--- src/rtl/efra_pkg.sv ---
`timescale 1ns / 1ps

package efra_pkg;

  // Default number of entries held by the queue.
  localparam int QUEUE_DEPTH_DEF = 32;

  // Width of the reported fill level.
  localparam int FILL_W = 6;

  // Event type and code constants.
  localparam logic [15:0] EV_KEY_TYPE      = 16'd1;
  localparam logic [15:0] MARK_TYPE        = 16'd0;
  localparam logic [15:0] MARK_CODE        = 16'd3;
  localparam logic [15:0] REMOVAL_TYPE_RST = 16'hFFFF;

  // Request codes.
  typedef enum logic [1:0] {
    REQ_PASS   = 2'd0,
    REQ_REMOVE = 2'd1,
    REQ_POP    = 2'd2,
    REQ_SPARE  = 2'd3
  } req_code_t;

  // Result codes.
  typedef enum logic [2:0] {
    OUT_STORED         = 3'd0,
    OUT_DROPPED        = 3'd1,
    OUT_STORED_DISCARD = 3'd2,
    OUT_POPPED         = 3'd3,
    OUT_EMPTY          = 3'd4
  } outcome_t;

  // Configuration register indexes.
  localparam logic REG_REMOVAL_TYPE = 1'b0;

  typedef struct packed {
    logic [1:0]         req_type;
    logic [15:0]        ev_type;
    logic [15:0]        ev_code;
    logic signed [31:0] ev_value;
  } req_t;

  typedef struct packed {
    logic [2:0]         outcome;
    logic [15:0]        out_type;
    logic [15:0]        out_code;
    logic signed [31:0] out_value;
    logic [5:0]         fill_level;
  } res_t;

  // One queue entry as stored.
  typedef struct packed {
    logic [15:0] ev_type;
    logic [15:0] ev_code;
    logic [31:0] ev_value;
  } entry_t;

endpackage

--- src/rtl/event_fifo_reserve_admission.sv ---
`timescale 1ns / 1ps

// Channel      | Handshake                  | Payload
// -------------+----------------------------+---------------------------
// request in   | start, busy (busy is low)  | in_req  (req_t)
// result out   | out_valid (one-cycle strobe)| out_res (res_t)
// config       | APB: psel, penable, pwrite | paddr, pwdata, prdata
//
// Every request is accepted in the cycle it is offered, so busy is always low and
// the block sustains one transaction per clock cycle. The queue pointer and count
// update at the accepting edge, and the result appears on the following cycle,
// as the entry memory read port and the other result fields are registered.
// The synchronous active-low reset empties the queue and restores the removal
// event type; the entry memory itself is not cleared, as no entry is read before
// it is written. The receiver cannot stall, so each result is shown exactly once.
module event_fifo_reserve_admission
  import efra_pkg::*;
#(
  parameter int QUEUE_DEPTH = QUEUE_DEPTH_DEF
) (
  input  logic        clk,
  input  logic        rst_n,
  // Request channel.
  input  logic        start,
  output logic        busy,
  input  req_t        in_req,
  // Result channel.
  output logic        out_valid,
  output res_t        out_res,
  // Configuration port.
  input  logic        psel,
  input  logic        penable,
  input  logic        pwrite,
  input  logic [2:0]  paddr,
  input  logic [31:0] pwdata,
  output logic [31:0] prdata,
  output logic        pready
);

  localparam int PTR_W = $clog2(QUEUE_DEPTH);
  localparam int CNT_W = $clog2(QUEUE_DEPTH + 1);
  localparam int SUM_W = CNT_W + 1;

  localparam logic [CNT_W-1:0] DEPTH_C    = CNT_W'(QUEUE_DEPTH);
  localparam logic [CNT_W-1:0] LIMIT_REL  = CNT_W'(QUEUE_DEPTH - 1);
  localparam logic [CNT_W-1:0] LIMIT_OTH  = CNT_W'(QUEUE_DEPTH - 2);
  localparam logic [PTR_W-1:0] PTR_LAST   = PTR_W'(QUEUE_DEPTH - 1);
  localparam logic [SUM_W-1:0] DEPTH_SUM  = SUM_W'(QUEUE_DEPTH);

  // Control state.
  logic [PTR_W-1:0] rp_r, rp_nxt;
  logic [CNT_W-1:0] cnt_r, cnt_nxt;
  logic [15:0]      rem_type_r;
  logic             out_valid_r;
  logic [2:0]       outcome_r;
  logic [CNT_W-1:0] fill_r;

  // Entry memory and its read register.
  entry_t           mem [QUEUE_DEPTH];
  entry_t           rd_data_r;

  logic             accept;
  logic             wr_en;
  logic             rd_en;
  entry_t           wr_data;
  outcome_t         outcome_nxt;
  logic             drop_old;
  logic             is_release;
  logic             admit;
  logic [SUM_W-1:0] wsum;
  logic [SUM_W-1:0] wsum_wrap;
  logic [PTR_W-1:0] wr_addr;
  logic [PTR_W-1:0] rp_inc;
  logic             cfg_wr;
  logic [CNT_W+FILL_W-1:0] fill_ext;

  assign busy   = 1'b0;
  assign accept = start && !busy;
  assign pready = 1'b1;

  // Configuration write and read-back. The register index is the word address.
  assign cfg_wr = psel && penable && pwrite && pready;
  assign prdata = (paddr[2] == REG_REMOVAL_TYPE) ? {16'd0, rem_type_r} : 32'd0;

  // The append slot always lies at (oldest + count) modulo depth: a discard
  // before the append moves the pointer up and the count down by one each.
  assign wsum      = SUM_W'(rp_r) + SUM_W'(cnt_r);
  assign wsum_wrap = (wsum >= DEPTH_SUM) ? (wsum - DEPTH_SUM) : wsum;
  assign wr_addr   = wsum_wrap[PTR_W-1:0];
  assign rp_inc    = (rp_r == PTR_LAST) ? '0 : (rp_r + 1'b1);

  // A key release needs two free slots, anything else needs three, so a
  // release can still get in when ordinary events are already refused.
  assign is_release = (in_req.ev_type == EV_KEY_TYPE) && (in_req.ev_value == 32'sd0);
  assign admit      = is_release ? (cnt_r < LIMIT_REL) : (cnt_r < LIMIT_OTH);

  always_comb begin
    wr_en       = 1'b0;
    rd_en       = 1'b0;
    drop_old    = 1'b0;
    wr_data     = '{ev_type: in_req.ev_type, ev_code: in_req.ev_code,
                    ev_value: in_req.ev_value};
    outcome_nxt = OUT_STORED;
    cnt_nxt     = cnt_r;
    rp_nxt      = rp_r;
    unique case (in_req.req_type) inside
      REQ_PASS: begin
        wr_en = 1'b1;
        if (admit) begin
          outcome_nxt = OUT_STORED;
        end else begin
          // Refused: the oldest entry gives way to a drop marker.
          outcome_nxt = OUT_DROPPED;
          drop_old    = (cnt_r != '0);
          wr_data     = '{ev_type: MARK_TYPE, ev_code: MARK_CODE, ev_value: 32'd0};
        end
      end
      REQ_REMOVE: begin
        wr_en   = 1'b1;
        wr_data = '{ev_type: rem_type_r, ev_code: 16'd0, ev_value: 32'd0};
        if (cnt_r == DEPTH_C) begin
          outcome_nxt = OUT_STORED_DISCARD;
          drop_old    = 1'b1;
        end else begin
          outcome_nxt = OUT_STORED;
        end
      end
      REQ_POP, REQ_SPARE: begin
        if (cnt_r != '0) begin
          rd_en       = 1'b1;
          outcome_nxt = OUT_POPPED;
          rp_nxt      = rp_inc;
          cnt_nxt     = cnt_r - 1'b1;
        end else begin
          outcome_nxt = OUT_EMPTY;
        end
      end
    endcase
    // Appends always fit: a discard or spare room precedes every write.
    if (wr_en) begin
      if (drop_old) begin
        rp_nxt = rp_inc;
      end else begin
        cnt_nxt = cnt_r + 1'b1;
      end
    end
  end

  always_ff @(posedge clk) begin
    if (!rst_n) begin
      rp_r        <= '0;
      cnt_r       <= '0;
      rem_type_r  <= REMOVAL_TYPE_RST;
      out_valid_r <= 1'b0;
    end else begin
      out_valid_r <= accept;
      if (accept) begin
        rp_r  <= rp_nxt;
        cnt_r <= cnt_nxt;
      end
      if (cfg_wr && (paddr[2] == REG_REMOVAL_TYPE)) begin
        rem_type_r <= pwdata[15:0];
      end
    end
  end

  // Result fields other than the popped data.
  always_ff @(posedge clk) begin
    if (accept) begin
      outcome_r <= outcome_nxt;
      fill_r    <= cnt_nxt;
    end
  end

  // Entry memory: one write port, one registered read port.
  always_ff @(posedge clk) begin
    if (accept && wr_en) begin
      mem[wr_addr] <= wr_data;
    end
  end

  always_ff @(posedge clk) begin
    if (accept && rd_en) begin
      rd_data_r <= mem[rp_r];
    end
  end

  assign fill_ext  = {{FILL_W{1'b0}}, fill_r};
  assign out_valid = out_valid_r;

  always_comb begin
    out_res            = '0;
    out_res.outcome    = outcome_r;
    out_res.fill_level = fill_ext[FILL_W-1:0];
    if (outcome_r == OUT_POPPED) begin
      out_res.out_type  = rd_data_r.ev_type;
      out_res.out_code  = rd_data_r.ev_code;
      out_res.out_value = rd_data_r.ev_value;
    end
  end

`ifndef ASSERT_OFF
  a_strobe_follows_accept : assert property (@(posedge clk) disable iff (!rst_n)
    accept |=> out_valid_r)
    else $error("result strobe missing after an accepted request");

  a_no_spurious_strobe : assert property (@(posedge clk) disable iff (!rst_n)
    !accept |=> !out_valid_r)
    else $error("result strobe without an accepted request");

  a_count_bounded : assert property (@(posedge clk) disable iff (!rst_n)
    cnt_r <= DEPTH_C)
    else $error("entry count exceeds queue depth");

  a_pop_needs_entry : assert property (@(posedge clk) disable iff (!rst_n)
    accept && (outcome_nxt == OUT_POPPED) |-> (cnt_r != '0))
    else $error("pop reported on an empty queue");

  a_count_step : assert property (@(posedge clk) disable iff (!rst_n)
    accept |=> ((cnt_r == $past(cnt_r)) || (cnt_r == $past(cnt_r) + 1'b1)
                || (cnt_r == $past(cnt_r) - 1'b1)))
    else $error("entry count moved by more than one");
`endif

endmodule

--- config.mk ---
export PLATFORM = sky130hd
export DESIGN_NAME = event_fifo_reserve_admission
export DESIGN_NICKNAME = d
export VERILOG_FILES = /design/src/rtl/efra_pkg.sv /design/src/rtl/event_fifo_reserve_admission.sv
export SDC_FILE = /design/constraint.sdc
export NUM_CORES = 2
export LEC_CHECK = 0
export BUFFER_PORTS_ARGS = -buffer_cell sky130_fd_sc_hd__buf_4
export CELL_PAD_IN_SITES_DETAIL_PLACEMENT = 1
export CELL_PAD_IN_SITES_GLOBAL_PLACEMENT = 2
export CORE_UTILIZATION = 45
export CTS_CLUSTER_DIAMETER = 80
export DETAILED_ROUTE_END_ITERATION = 7
export GPL_ROUTABILITY_DRIVEN = 1
export GPL_TIMING_DRIVEN = 0
export PLACE_DENSITY = 0.71
export SLEW_MARGIN = 20
export SYNTH_ARGS = -nofsm -noshare
export SYNTH_HDL_FRONTEND = slang
export SYNTH_SLANG_ARGS = --single-unit
--- constraint.sdc ---
create_clock -name clk -period 15.25 [get_ports clk]
set_clock_uncertainty 0.15 [all_clocks]
set_input_delay 3.05 -clock clk [delete_from_list [all_inputs] [get_ports clk]]
set_output_delay 3.05 -clock clk [all_outputs]
set_load 0.01 [all_outputs]
==> results.sh <==
export IMPL_status="finished clean"
export IMPL_clock_root_buffer="clkbuf_16"
export IMPL_worst_path_most_repeated_cell="buf_4"
export IMPL_cp_top_family="buffers and inverters"
export IMPL_fp_dieH_um=431
export IMPL_cap_violations=0
export IMPL_clockPowerShare=0.374
export IMPL_drtAntennaViolNets=0
export IMPL_syn_avg_cell_area_um2=23.8
export IMPL_reg2reg_from="rp_r[1]"
export IMPL_clock_latency_ps=870
export IMPL_initial_core_util=0.455
export IMPL_fmax_mhz=126
export IMPL_yosysTopAreaCellShare=0.770
export IMPL_drv_slew=0
export IMPL_grtUsageTotal=0.256
export IMPL_cts_made_buffers=215
export IMPL_cp_max_fo=10
export IMPL_fp_dieArea_mm2=0.185
export IMPL_wire_per_inst_um=35.2
export IMPL_crit_chain="buf_4 > clkbuf_1 > nor2b_1 > buf_4"
export IMPL_worstHoldStart="rem_type_r[13]"
export IMPL_whs_endpoint="rem_type_r[13]"
export IMPL_hp_class="flop to flop"
export IMPL_syn_inst=3477
export IMPL_grt_start_max_net_pins=33
export IMPL_period_needed_ps=7960
export IMPL_cpPeakStageDelay_ps=850
export IMPL_cp_num_buf_inv=3
export IMPL_power_switching_mw=3.20
export IMPL_swShare=0.237
export IMPL_cts_sink_count=2149
export IMPL_cp_required_ps=12050
export IMPL_synth_seq_cells=2149
export IMPL_row_count=156
export IMPL_grt_ovfl_total=0
export IMPL_io_pins=215
export IMPL_cpMaxStageDelayCell="clkbuf_1"
export IMPL_pwr_share_seq=0.498
export IMPL_area_growth_pct=18.6
export IMPL_p_comb_frac=0.128
export IMPL_ctsResizeCount=0
export IMPL_setup_slack_ps=7290
export IMPL_tightest_slew_ps=1170
export IMPL_post_cts_setup_buffers=0
export IMPL_ys_flop_type="edfxtp_1"
export IMPL_io_buffers=178
export IMPL_cts_buffer_depth=3
export IMPL_yosysMostFrequentCell="edfxtp_1"
export IMPL_antenna_found_initial=8
export IMPL_r2r_end="mem[13][35]"
export IMPL_min_period_over_period=0.522
export IMPL_p_per_area_mw_per_mm2=138
export IMPL_cp_start_kind="input pin"
export IMPL_fillers=15400
export IMPL_wirelength_um=235000
export IMPL_drive_gt1_frac=0.360
export IMPL_clk_pin_slew_ps=60
export IMPL_hold_viol=0
export IMPL_drt_iter0_drc=5145
export IMPL_yosysWarningCount=0
export IMPL_first_global_vias=41600
export IMPL_syn_area_mm2=0.0827
export IMPL_die_x_um=431
export IMPL_tritoncts="built"
export IMPL_nets=4177
export IMPL_maxSlewHeadroom=0.222
export IMPL_rsz0062_at_grt="false"
export IMPL_postCtsHoldBufs=0
export IMPL_leakage_nw=30.4
export IMPL_ys_types=50
export IMPL_finalSetupTns_ps=0
export IMPL_crit_arrival_ps=4760
export IMPL_async_flop_share=0
export IMPL_setup_violations_final=0
export IMPL_drc=0
export IMPL_p_total_mw=13.5
export IMPL_hold_depth=2
export IMPL_vdd_drop_max_v=0.000128
export IMPL_yosysTopAreaCell="edfxtp_1"
export IMPL_gp_congestion=0.742
export IMPL_p_int_mw=10.3
export IMPL_critPathKind="input pin to output pin"
export IMPL_viasPerCell=6.00
export IMPL_cp_end_kind="output pin"
export IMPL_place_ws_ps=6500
export IMPL_hpwl_um=156000
export IMPL_htree_levels=4
export IMPL_grt_pass1_wl_um=327000
export IMPL_yosysSeqAreaShare=0.777
export IMPL_synth_edf_count=2121
export IMPL_vias=40100
export IMPL_reg2reg_setup_slack_ps=9580
export IMPL_rr_worst_depth=11
export IMPL_hold_worst_slack_ps=346
export IMPL_coreArea_mm2=0.182
export IMPL_synth_area_top_cells="edfxtp_1 77%, mux4_2 17%, mux2_2 0.89%, and2_1 0.85%, dfxtp_1 0.68%"
export IMPL_firstDrtPassIters=6
export IMPL_synthTopCellsByCount="2,121 x edfxtp_1, 640 x mux4_2, 130 x clkbuf_1"
cell families (layout without fill, tap and decap cells):
family,Yosys count,count (layout),synth area share
adder cells (fa/ha/maj),10,10,0.00160
multiplexers,710,710,0.184
other,2,19,0.0000908
buffers and inverters,211,947,0.0110
flip-flops,2149,2149,0.777
AND/OR/NAND/NOR,333,333,0.0214
AO/OA/AOI/OAI,55,55,0.00454
XOR/XNOR,7,7,0.000741
worst max path at each step:
stage / slack (ps) / to / depth (start not counted) / startpoint
finish: 7290 / prdata[14] / 4 / paddr[2]
detailed placement: 6500 / mem[1][0] / 10 / in_req[57]
floorplan: 7900 / mem[15][0] / 5 / in_req[65]
CTS: 7240 / prdata[14] / 4 / paddr[2]
global placement: 2350 / mem[13][34] / 11 / rp_r[1]
global route: 7290 / prdata[14] / 4 / paddr[2]
cell type report:
| class | count | area, um^2 | share of cell area |
|---|---|---|---|
| multi-input cells | 1133 | 18000 | 0.184 |
| flip-flops and latches | 2149 | 64300 | 0.655 |
| plain buffers | 202 | 933 | 0.00952 |
| well taps | 2449 | 3060 | 0.0312 |
| repair buffers | 350 | 5120 | 0.0523 |
| inverters | 9 | 33.8 | 0.000344 |
| clock buffers | 274 | 5700 | 0.0581 |
| diodes | 1 | 2.50 | 0.0000255 |
| clock inverters | 112 | 941 | 0.00959 |
state kept, by name, indices dropped and copies added (netlist names):
name / cells
mem: 2048
rd_data_r: 64
rem_type_r: 16
cnt_r: 6
fill_r: 6
rp_r: 5
outcome_r: 3
out_valid: 1
power groups by stage:
stage	clock network [mW]	logic, mW	registers, mW
3_3_place_gp	0	1.61	6.89
6_report	5.06	1.73	6.73
3_5_place_dp	0	1.74	6.86
5_1_grt	5.32	1.82	6.74
4_1_cts	5.13	1.75	6.74
2_1_floorplan	0	1.04	6.86
through the flow:
step / instance area (um^2) / utilization / std cells
after floorplan: 82800 / - / 3493
after global placement: 87200 / 0.480 / 6120
after detailed placement: 91400 / 0.503 / 6290
after CTS: 98000 / 0.539 / 6676
after global routing: 98100 / 0.540 / 6678
final: 98100 / 0.540 / 6679
tightest hold or removal path, cell delays in order (launching register included):
cell	delay, ps
dfxtp_1	320
nand2_1	60
nand3_1	60
placed cells by master, fill, tap and decap left out, drive strengths merged, types with 6 or more instances in the layout:
| cell | instances |
|---|---|
| mux2 | 65 |
| edfxtp | 2121 |
| dfxtp | 28 |
| and2 | 113 |
| bufinv | 14 |
| nor3 | 6 |
| nand2 | 79 |
| buf | 419 |
| conb | 18 |
| nor2 | 51 |
| ha | 9 |
| nand2b | 8 |
| nand3 | 24 |
| clkinv | 88 |
| mux4 | 640 |
| o21ai | 23 |
| nor4 | 12 |
| nor2b | 21 |
| inv | 15 |
| clkbuf | 407 |
per-layer routing:
layer  vias to the layer above  track usage  share of wire
met4                         2       0.0863          0.031
met5                         -            0       0.000055
met3                       288       0.0457          0.076
met1                     22000        0.351           0.40
li1                      16000            -              -
met2                      1862        0.416           0.49
Power figures use the tool's default switching activity.
